===== src/hw/rtl/bif_pkg.sv =====
// ----------------------------------------------------------------------------
// bif_pkg
// Shared types and constants of the bilateral image filter: item opcodes,
// register indexes, controller states and the controller/datapath interface.
// ----------------------------------------------------------------------------
package bif_pkg;

  typedef enum logic [1:0] {
    OP_LOAD_RANGE   = 2'd0,
    OP_LOAD_SPATIAL = 2'd1,
    OP_PIXEL        = 2'd2,
    OP_FLUSH        = 2'd3
  } op_e;

  localparam logic [1:0] CFG_IMAGE_WIDTH  = 2'd0;
  localparam logic [1:0] CFG_IMAGE_HEIGHT = 2'd1;
  localparam logic [1:0] CFG_COLOUR_MODE  = 2'd2;

  localparam int CFG_W   = 11;
  localparam int PIX_W   = 8;
  localparam int POS_W   = 10;
  localparam int TIDX_W  = 10;
  localparam int TWGT_W  = 16;
  localparam int RANGE_DEPTH = 768;
  localparam int RANGE_AW    = 10;

  localparam logic [CFG_W-1:0] RESET_WIDTH  = 11'd640;
  localparam logic [CFG_W-1:0] RESET_HEIGHT = 11'd480;

  typedef enum logic [2:0] {
    ST_IDLE,
    ST_CENTER,
    ST_WALK,
    ST_TAP,
    ST_FLUSH,
    ST_DIV_LOAD,
    ST_DIV,
    ST_OUT
  } state_e;

  typedef struct packed {
    logic ls_we;
    logic rg_we;
    logic sp_we;
    logic ctr_rd;
    logic tap_rd;
    logic div_load;
    logic div_step;
    logic out_load;
    logic colour;
  } dp_cmd_t;

  typedef struct packed {
    logic out_free;
  } dp_stat_t;

endpackage


===== src/hw/rtl/bif_ctrl.sv =====
// ----------------------------------------------------------------------------
// bif_ctrl
// Controller of the bilateral filter: stream positions, configuration,
// border-reflecting window walk and sequencing of the datapath.
// ----------------------------------------------------------------------------
module bif_ctrl #(
  parameter int RADIUS     = 3,
  parameter int MAX_WIDTH  = 1024,
  parameter int MAX_HEIGHT = 1024
) (
  input  logic                                        clk_i,
  input  logic                                        rst_ni,
  input  logic                                        in_valid_i,
  output logic                                        in_stall_o,
  input  bif_pkg::op_e                                op_i,
  input  logic                                        cfg_valid_i,
  input  logic [1:0]                                  cfg_index_i,
  input  logic [bif_pkg::CFG_W-1:0]                   cfg_data_i,
  output bif_pkg::dp_cmd_t                            cmd_o,
  input  bif_pkg::dp_stat_t                           stat_i,
  output logic [$clog2(2*RADIUS+1)-1:0]               wr_slot_o,
  output logic [$clog2(MAX_WIDTH)-1:0]                wr_col_o,
  output logic [$clog2(2*RADIUS+1)-1:0]               rd_slot_o,
  output logic [$clog2(MAX_WIDTH)-1:0]                rd_col_o,
  output logic [$clog2((2*RADIUS+1)*(2*RADIUS+1))-1:0] sp_idx_o,
  output logic [bif_pkg::POS_W-1:0]                   out_row_o,
  output logic [bif_pkg::POS_W-1:0]                   out_col_o,
  output logic                                        out_last_o
);
  import bif_pkg::*;

  localparam int TAPS = 2 * RADIUS + 1;
  localparam int NT   = TAPS * TAPS;
  localparam int SLW  = $clog2(TAPS);
  localparam int CW   = $clog2(MAX_WIDTH);
  localparam int RW   = $clog2(MAX_HEIGHT);
  localparam int WE   = $clog2(MAX_WIDTH + 1);
  localparam int HE   = $clog2(MAX_HEIGHT + 1);
  localparam int SPW  = $clog2(NT);
  localparam int TCW  = $clog2(TAPS);
  localparam int LINW = WE + HE;
  localparam int CNTW = 4;

  state_e           state_q, state_d;
  logic [CFG_W-1:0] width_q, width_d, height_q, height_d;
  logic             colour_q, colour_d;
  logic [HE-1:0]    in_row_q, in_row_d;
  logic [CW-1:0]    in_col_q, in_col_d;
  logic [SLW-1:0]   in_slot_q, in_slot_d;
  logic             draining_q, draining_d;
  logic [RW-1:0]    er_q, er_d;
  logic [CW-1:0]    ec_q, ec_d;
  logic [SLW-1:0]   eslot_q, eslot_d;
  logic [RW-1:0]    rpos_q, rpos_d;
  logic             rdir_q, rdir_d;
  logic [SLW-1:0]   rslot_q, rslot_d;
  logic [CW-1:0]    cpos_q, cpos_d;
  logic             cdir_q, cdir_d;
  logic [CW-1:0]    cstart_q, cstart_d;
  logic             cdirst_q, cdirst_d;
  logic [TCW-1:0]   tcol_q, tcol_d, trow_q, trow_d;
  logic [SPW-1:0]   sp_q, sp_d;
  logic [CNTW-1:0]  cnt_q, cnt_d;

  logic [WE-1:0]    w_eff;
  logic [HE-1:0]    h_eff;
  logic [LINW-1:0]  lin, thr;
  logic             last;
  logic             accept;
  logic [RW-1:0]    rpos_n;
  logic             rdir_n;
  logic [SLW-1:0]   rslot_n;
  logic [CW-1:0]    cpos_n;
  logic             cdir_n;

  function automatic logic [SLW-1:0] slot_inc(input logic [SLW-1:0] s);
    return (s == SLW'(TAPS - 1)) ? '0 : s + 1'b1;
  endfunction

  function automatic logic [SLW-1:0] slot_dec(input logic [SLW-1:0] s);
    return (s == '0) ? SLW'(TAPS - 1) : s - 1'b1;
  endfunction

  always_comb begin
    if (width_q == '0) begin
      w_eff = WE'(1);
    end else if (32'(width_q) > MAX_WIDTH) begin
      w_eff = WE'(MAX_WIDTH);
    end else begin
      w_eff = WE'(width_q);
    end
    if (height_q == '0) begin
      h_eff = HE'(1);
    end else if (32'(height_q) > MAX_HEIGHT) begin
      h_eff = HE'(MAX_HEIGHT);
    end else begin
      h_eff = HE'(height_q);
    end
  end

  // One reflect-101 step of the row walk; the ring slot follows the row.
  // A direction bit of one means the position is decreasing.
  always_comb begin
    rpos_n  = rpos_q;
    rdir_n  = rdir_q;
    rslot_n = rslot_q;
    if (h_eff != HE'(1)) begin
      if (rdir_q) begin
        if (rpos_q == '0) begin
          rpos_n  = RW'(1);
          rdir_n  = 1'b0;
          rslot_n = slot_inc(rslot_q);
        end else begin
          rpos_n  = rpos_q - 1'b1;
          rslot_n = slot_dec(rslot_q);
        end
      end else begin
        if (HE'(rpos_q) == h_eff - 1'b1) begin
          rpos_n  = RW'(h_eff - HE'(2));
          rdir_n  = 1'b1;
          rslot_n = slot_dec(rslot_q);
        end else begin
          rpos_n  = rpos_q + 1'b1;
          rslot_n = slot_inc(rslot_q);
        end
      end
    end
  end

  always_comb begin
    cpos_n = cpos_q;
    cdir_n = cdir_q;
    if (w_eff != WE'(1)) begin
      if (cdir_q) begin
        if (cpos_q == '0) begin
          cpos_n = CW'(1);
          cdir_n = 1'b0;
        end else begin
          cpos_n = cpos_q - 1'b1;
        end
      end else begin
        if (WE'(cpos_q) == w_eff - 1'b1) begin
          cpos_n = CW'(w_eff - WE'(2));
          cdir_n = 1'b1;
        end else begin
          cpos_n = cpos_q + 1'b1;
        end
      end
    end
  end

  assign lin  = LINW'(in_row_q) * LINW'(w_eff) + LINW'(in_col_q);
  assign thr  = LINW'(RADIUS) * LINW'(w_eff) + LINW'(RADIUS);
  assign last = (HE'(er_q) == h_eff - 1'b1) && (WE'(ec_q) == w_eff - 1'b1);
  assign accept = in_valid_i && (state_q == ST_IDLE);

  always_comb begin
    state_d    = state_q;
    width_d    = width_q;
    height_d   = height_q;
    colour_d   = colour_q;
    in_row_d   = in_row_q;
    in_col_d   = in_col_q;
    in_slot_d  = in_slot_q;
    draining_d = draining_q;
    er_d       = er_q;
    ec_d       = ec_q;
    eslot_d    = eslot_q;
    rpos_d     = rpos_q;
    rdir_d     = rdir_q;
    rslot_d    = rslot_q;
    cpos_d     = cpos_q;
    cdir_d     = cdir_q;
    cstart_d   = cstart_q;
    cdirst_d   = cdirst_q;
    tcol_d     = tcol_q;
    trow_d     = trow_q;
    sp_d       = sp_q;
    cnt_d      = cnt_q;
    cmd_o      = '0;
    cmd_o.colour = colour_q;

    case (state_q)
      ST_IDLE: begin
        if (accept) begin
          case (op_i)
            OP_LOAD_RANGE:   cmd_o.rg_we = 1'b1;
            OP_LOAD_SPATIAL: cmd_o.sp_we = 1'b1;
            OP_PIXEL: begin
              if (!draining_q) begin
                cmd_o.ls_we = 1'b1;
                if (WE'(in_col_q) + WE'(1) >= w_eff) begin
                  in_col_d  = '0;
                  in_row_d  = in_row_q + 1'b1;
                  in_slot_d = slot_inc(in_slot_q);
                  if (in_row_q + HE'(1) >= h_eff) begin
                    draining_d = 1'b1;
                  end
                end else begin
                  in_col_d = in_col_q + 1'b1;
                end
                if (lin >= thr) begin
                  state_d = ST_CENTER;
                end
              end
            end
            OP_FLUSH: begin
              if (draining_q) begin
                state_d = ST_CENTER;
              end
            end
            default: ;
          endcase
        end
      end
      ST_CENTER: begin
        cmd_o.ctr_rd = 1'b1;
        rpos_d  = er_q;
        rdir_d  = 1'b1;
        rslot_d = eslot_q;
        cpos_d  = ec_q;
        cdir_d  = 1'b1;
        cnt_d   = CNTW'(RADIUS);
        state_d = ST_WALK;
      end
      ST_WALK: begin
        // Walk back RADIUS steps to the window corner, then turn around.
        rpos_d  = rpos_n;
        rdir_d  = rdir_n;
        rslot_d = rslot_n;
        cpos_d  = cpos_n;
        cdir_d  = cdir_n;
        cnt_d   = cnt_q - 1'b1;
        if (cnt_q == CNTW'(1)) begin
          rdir_d   = !rdir_n;
          cdir_d   = !cdir_n;
          cstart_d = cpos_n;
          cdirst_d = !cdir_n;
          tcol_d   = '0;
          trow_d   = '0;
          sp_d     = '0;
          state_d  = ST_TAP;
        end
      end
      ST_TAP: begin
        cmd_o.tap_rd = 1'b1;
        sp_d = sp_q + 1'b1;
        if (tcol_q == TCW'(TAPS - 1)) begin
          tcol_d  = '0;
          cpos_d  = cstart_q;
          cdir_d  = cdirst_q;
          rpos_d  = rpos_n;
          rdir_d  = rdir_n;
          rslot_d = rslot_n;
          if (trow_q == TCW'(TAPS - 1)) begin
            cnt_d   = CNTW'(3);
            state_d = ST_FLUSH;
          end else begin
            trow_d = trow_q + 1'b1;
          end
        end else begin
          tcol_d = tcol_q + 1'b1;
          cpos_d = cpos_n;
          cdir_d = cdir_n;
        end
      end
      ST_FLUSH: begin
        // Let the last taps run through the accumulate pipeline.
        cnt_d = cnt_q - 1'b1;
        if (cnt_q == CNTW'(1)) begin
          state_d = ST_DIV_LOAD;
        end
      end
      ST_DIV_LOAD: begin
        cmd_o.div_load = 1'b1;
        cnt_d   = CNTW'(8);
        state_d = ST_DIV;
      end
      ST_DIV: begin
        cmd_o.div_step = 1'b1;
        cnt_d = cnt_q - 1'b1;
        if (cnt_q == CNTW'(1)) begin
          state_d = ST_OUT;
        end
      end
      ST_OUT: begin
        if (stat_i.out_free) begin
          cmd_o.out_load = 1'b1;
          state_d = ST_IDLE;
          if (last) begin
            in_row_d   = '0;
            in_col_d   = '0;
            in_slot_d  = '0;
            er_d       = '0;
            ec_d       = '0;
            eslot_d    = '0;
            draining_d = 1'b0;
          end else if (WE'(ec_q) + WE'(1) >= w_eff) begin
            ec_d    = '0;
            er_d    = er_q + 1'b1;
            eslot_d = slot_inc(eslot_q);
          end else begin
            ec_d = ec_q + 1'b1;
          end
        end
      end
      default: state_d = ST_IDLE;
    endcase

    // A register write restarts the stream.
    if (cfg_valid_i && (cfg_index_i == CFG_IMAGE_WIDTH || cfg_index_i == CFG_IMAGE_HEIGHT ||
                        cfg_index_i == CFG_COLOUR_MODE)) begin
      case (cfg_index_i)
        CFG_IMAGE_WIDTH:  width_d  = cfg_data_i;
        CFG_IMAGE_HEIGHT: height_d = cfg_data_i;
        default:          colour_d = cfg_data_i[0];
      endcase
      in_row_d   = '0;
      in_col_d   = '0;
      in_slot_d  = '0;
      er_d       = '0;
      ec_d       = '0;
      eslot_d    = '0;
      draining_d = 1'b0;
    end
  end

  always_ff @(posedge clk_i or negedge rst_ni) begin
    if (!rst_ni) begin
      state_q    <= ST_IDLE;
      width_q    <= RESET_WIDTH;
      height_q   <= RESET_HEIGHT;
      colour_q   <= 1'b1;
      in_row_q   <= '0;
      in_col_q   <= '0;
      in_slot_q  <= '0;
      draining_q <= 1'b0;
      er_q       <= '0;
      ec_q       <= '0;
      eslot_q    <= '0;
      rpos_q     <= '0;
      rdir_q     <= 1'b0;
      rslot_q    <= '0;
      cpos_q     <= '0;
      cdir_q     <= 1'b0;
      cstart_q   <= '0;
      cdirst_q   <= 1'b0;
      tcol_q     <= '0;
      trow_q     <= '0;
      sp_q       <= '0;
      cnt_q      <= '0;
    end else begin
      state_q    <= state_d;
      width_q    <= width_d;
      height_q   <= height_d;
      colour_q   <= colour_d;
      in_row_q   <= in_row_d;
      in_col_q   <= in_col_d;
      in_slot_q  <= in_slot_d;
      draining_q <= draining_d;
      er_q       <= er_d;
      ec_q       <= ec_d;
      eslot_q    <= eslot_d;
      rpos_q     <= rpos_d;
      rdir_q     <= rdir_d;
      rslot_q    <= rslot_d;
      cpos_q     <= cpos_d;
      cdir_q     <= cdir_d;
      cstart_q   <= cstart_d;
      cdirst_q   <= cdirst_d;
      tcol_q     <= tcol_d;
      trow_q     <= trow_d;
      sp_q       <= sp_d;
      cnt_q      <= cnt_d;
    end
  end

  assign in_stall_o = (state_q != ST_IDLE);
  assign wr_slot_o  = in_slot_q;
  assign wr_col_o   = in_col_q;
  assign rd_slot_o  = (state_q == ST_CENTER) ? eslot_q : rslot_q;
  assign rd_col_o   = (state_q == ST_CENTER) ? ec_q : cpos_q;
  assign sp_idx_o   = sp_q;
  assign out_row_o  = POS_W'(er_q);
  assign out_col_o  = POS_W'(ec_q);
  assign out_last_o = last;

endmodule


===== config.mk =====
export PLATFORM = sky130hd
export DESIGN_NAME = bif_ctrl
export DESIGN_NICKNAME = d
export VERILOG_FILES = /design/src/hw/rtl/bif_pkg.sv /design/src/hw/rtl/bif_ctrl.sv
export SDC_FILE = /design/constraint.sdc
export NUM_CORES = 1
export LEC_CHECK = 0
export BUFFER_PORTS_ARGS = -buffer_cell sky130_fd_sc_hd__clkbuf_2
export CORE_MARGIN = 2
export CORE_UTILIZATION = 55
export DETAILED_ROUTE_END_ITERATION = 6
export GPL_ROUTABILITY_DRIVEN = 0
export PLACE_DENSITY_LB_ADDON = 0.05
export SLEW_MARGIN = 25
export SYNTH_ARGS = -nofsm -noshare
export SYNTH_HDL_FRONTEND = slang
export SYNTH_SLANG_ARGS = --single-unit

===== constraint.sdc =====
create_clock -name clk_i -period 14.31 [get_ports clk_i]
set_input_delay 0.7155 -clock clk_i [delete_from_list [all_inputs] [get_ports clk_i]]
set_output_delay 0.7155 -clock clk_i [all_outputs]
set_load 0.03 [all_outputs]

==> metrics.txt <==
DRC 0; Synth Area per Inst just over 8 sq um; CTS tree yes; Post-DP HPWL around 35 mm; met3 GRT Util slightly above 5%; total global-route track usage between 30 and 40%; post-synth top area share between 10% and 20%; Antenna Cells 0; Seq/Total Area, Yosys about a fifth; area delta synth->final 7.63%; Iter 0 DRT Violations about 1300; yosys warns 0; CP dominant cell by count fa_1; Final Skew ~0.014 ns; final non-filler cell total about 2300; clock buffer count from CTS 17; post-synth top area cell dfrtp_1; # rows 62; ranking of synthesized cells by area dfrtp_1 (19%), ha_1 (13%), fa_1 (11%), nand2_1 (5.5%), xnor2_1 (4.7%); Root Driver clkbuf_16; crit path capture type flip-flop; commonest non-fill, non-tap cell in the layout nand2_1; H-tree depth 4; first-pass GRT wire length 72.8 mm; die footprint just over 30000 sq um; total grt overflow 0; ys async rst share 100%; top_reg_cell synth dfrtp_1; fmax between 0.1 and 0.15 GHz; largest net degree at the start of global routing 74; worst-path maximum fanout 17; mapped cell area 15800 sq um; synth unique cells 92; number of max-cap violations 0; RSZ-0062 raised after global routing no; Final nets around 2200; vias 13900; initial antenna violation count 0; endpoints failing setup 0; dpl cells roughly 2300; GR Util met2 roughly 47%; Reg-to-Reg Start width_q[4]; Critical Path RT roughly 15 ns; Die Ht 174 microns; drt pass-1 iters 5; most frequent cells in the layout nand2_1 (234), inv_1 (183), ha_1 (166); Worst Tran Pin Value ~0.95 ns; post-route clock period utilization 47.6%; met1 usage 42.7%; final setup TNS 0 ns; Yosys reg bits between 100 and 150; I/O pin total 83; Horiz. Die Dim 174 microns; # hold bufs at CTS 0; Crit Path Category flip-flop to flip-flop; Avg Vias per Cell 6.01; PwrDens about 150 nW/um^2; CP Data Arrival Time around 7 ns; Worst R2R Path Depth 24; flop-to-flop setup slack approximately 7.5 ns; max incr delay on CP around 0.71 ns; layout cells sized above 1 10.9%; status finished, final reports clean; Worst-Skew Late Latency about 0.44 ns; reg2reg end state_q[0]; crit-path cells nor4_1, a31oi_1, nor2_1, buf_4, nand2_1, fa_1, inv_1, fa_1, inv_1, fa_1, fa_1, inv_1, ha_1, nand4_1, nand3_1, o41ai_1, xnor2_1, ha_1, a221oi_1, o2111ai_1, nor4_1, nand4_1, o21ai_0, xnor2_1; Final Max Slew Viols 0; Top Usage Layer GRT met2; Final ANT Viol Nets 0; Syn Nets approximately 2200; vias in the first global route 13400; Placeable Area between 20000 and 30000 sq um; routed wire length 45.0 mm; Min-Delay Path Class input port to asynchronous set/reset pin; # resized after CTS 0; PortBufs 82; post-route minimum period approximately 6.8 ns; final hold violations 0; Setup crit start kind flip-flop; maximum vdd drop slightly above 100 uV; Clock Path Buffers 2; initial core utilization between 50% and 60%; Reg clk slew, reported paths roughly 0.060 ns; Leak slightly above 8 nW; drt wl/cell between 15 and 20 microns; Post-CTS Setup Bufs 0; Mapped Cells 1911; relative slew slack about 36%; EDFF count, synth 0; CTS Sinks approximately 130; slowest CP cell o41ai_1
per-layer routing:
layer  vias up  routed length (microns)
met2       559                    19900
met1      6700                    20100
met5         -                        0
li1       6577                        -
met4         0                     1620
met3        91                     3310
cell type report:
cell class	count	area, sq um
clock buffers	20	457
fillers	2665	11500
multi-input cells	1485	11500
repair buffers	105	593
inverters	185	694
well taps	384	480
clock inverters	12	134
flip-flops and latches	126	3160
critical path: cells and delay by family (launching register included):
family	cells	cell delay, ns
compound gates	5	1.50
xor+xnor	2	0.27
buf+inv	4	0.42
simple gates	7	1.42
fa+ha+maj	6	2.72
flops	1	0.39
how the worst max path moves through the flow:
stage | cells after the start | to | slack [ns] | startpoint
4_1_cts | 24 | state_q[0] | 7.54 | width_q[4]
2_1_floorplan | 23 | state_q[0] | 7.89 | width_q[10]
5_1_grt | 24 | state_q[0] | 6.94 | width_q[4]
3_5_place_dp | 24 | state_q[0] | 7.56 | width_q[4]
6_report | 24 | state_q[0] | 7.51 | width_q[4]
3_3_place_gp | 24 | state_q[0] | 7.77 | width_q[10]
kinds of logic (layout without fill, tap and decap cells):
kind of cell	count (synthesis)	count (layout)	share of synthesized area [%]
AOI/OAI and AO/OA	391	391	16.2
muxes	57	57	4.05
buffers and inverters	300	322	7.39
adders and majority gates	256	256	24.5
and+or+nand+nor	654	654	20.3
xor gates and xnor gates	127	127	7.55
DFF	126	126	20.0
where the power goes:
group          total (W)  internal [W]  switching [W]  leakage [nW]
registers       0.000644      0.000452       0.000192          1.62
logic            0.00141      0.000556       0.000849          6.26
clock network   0.000448      0.000267       0.000181         0.287
total            0.00250       0.00127        0.00122          8.16
synthesized netlist by cell type, types with 8 or more instances:
cell type,number
nor2_1,102
fa_1,90
clkbuf_1,98
inv_1,183
xor2_1,36
and3_1,23
nor4_1,13
nand2_1,234
nor2b_1,27
dfrtp_1,119
o221ai_1,8
and2_1,55
o211ai_1,8
nor3_1,35
ha_1,166
o22ai_1,9
a21oi_1,76
mux2i_1,18
o21ai_1,17
a21o_1,20
nand2b_1,33
or4_1,8
nand4_1,15
nand3_1,64
o31ai_1,13
or3_1,9
xnor2_1,85
mux2_2,37
a31oi_1,23
o21ai_0,105
o21a_1,15
per-stage QoR:
step | power [W] | util, % | worst slack [ns] | cell area, sq um | hold WS, ns
2_1_floorplan | 0.00164 | - | 7.89 | 15800 | 0.420
3_3_place_gp | 0.00201 | 57.6 | 7.77 | 16400 | 0.458
3_5_place_dp | 0.00203 | 57.6 | 7.56 | 16400 | 0.463
4_1_cts | 0.00249 | 59.7 | 7.54 | 17000 | 0.243
5_1_grt | 0.00270 | 59.7 | 6.94 | 17000 | 0.267
6_report | 0.00250 | 59.7 | 7.51 | 17000 | 0.220
registers in the layout, indices dropped and copies added (netlist names), 6 cells and up:
signal,count
wr_col_o,10
cstart_q,10
in_row_q,11
height_q,11
rpos_q,10
sp_idx_o,6
out_col_o,10
width_q,11
cpos_q,10
out_row_o,10
No activity file was read; power rests on OpenSTA's default activity.
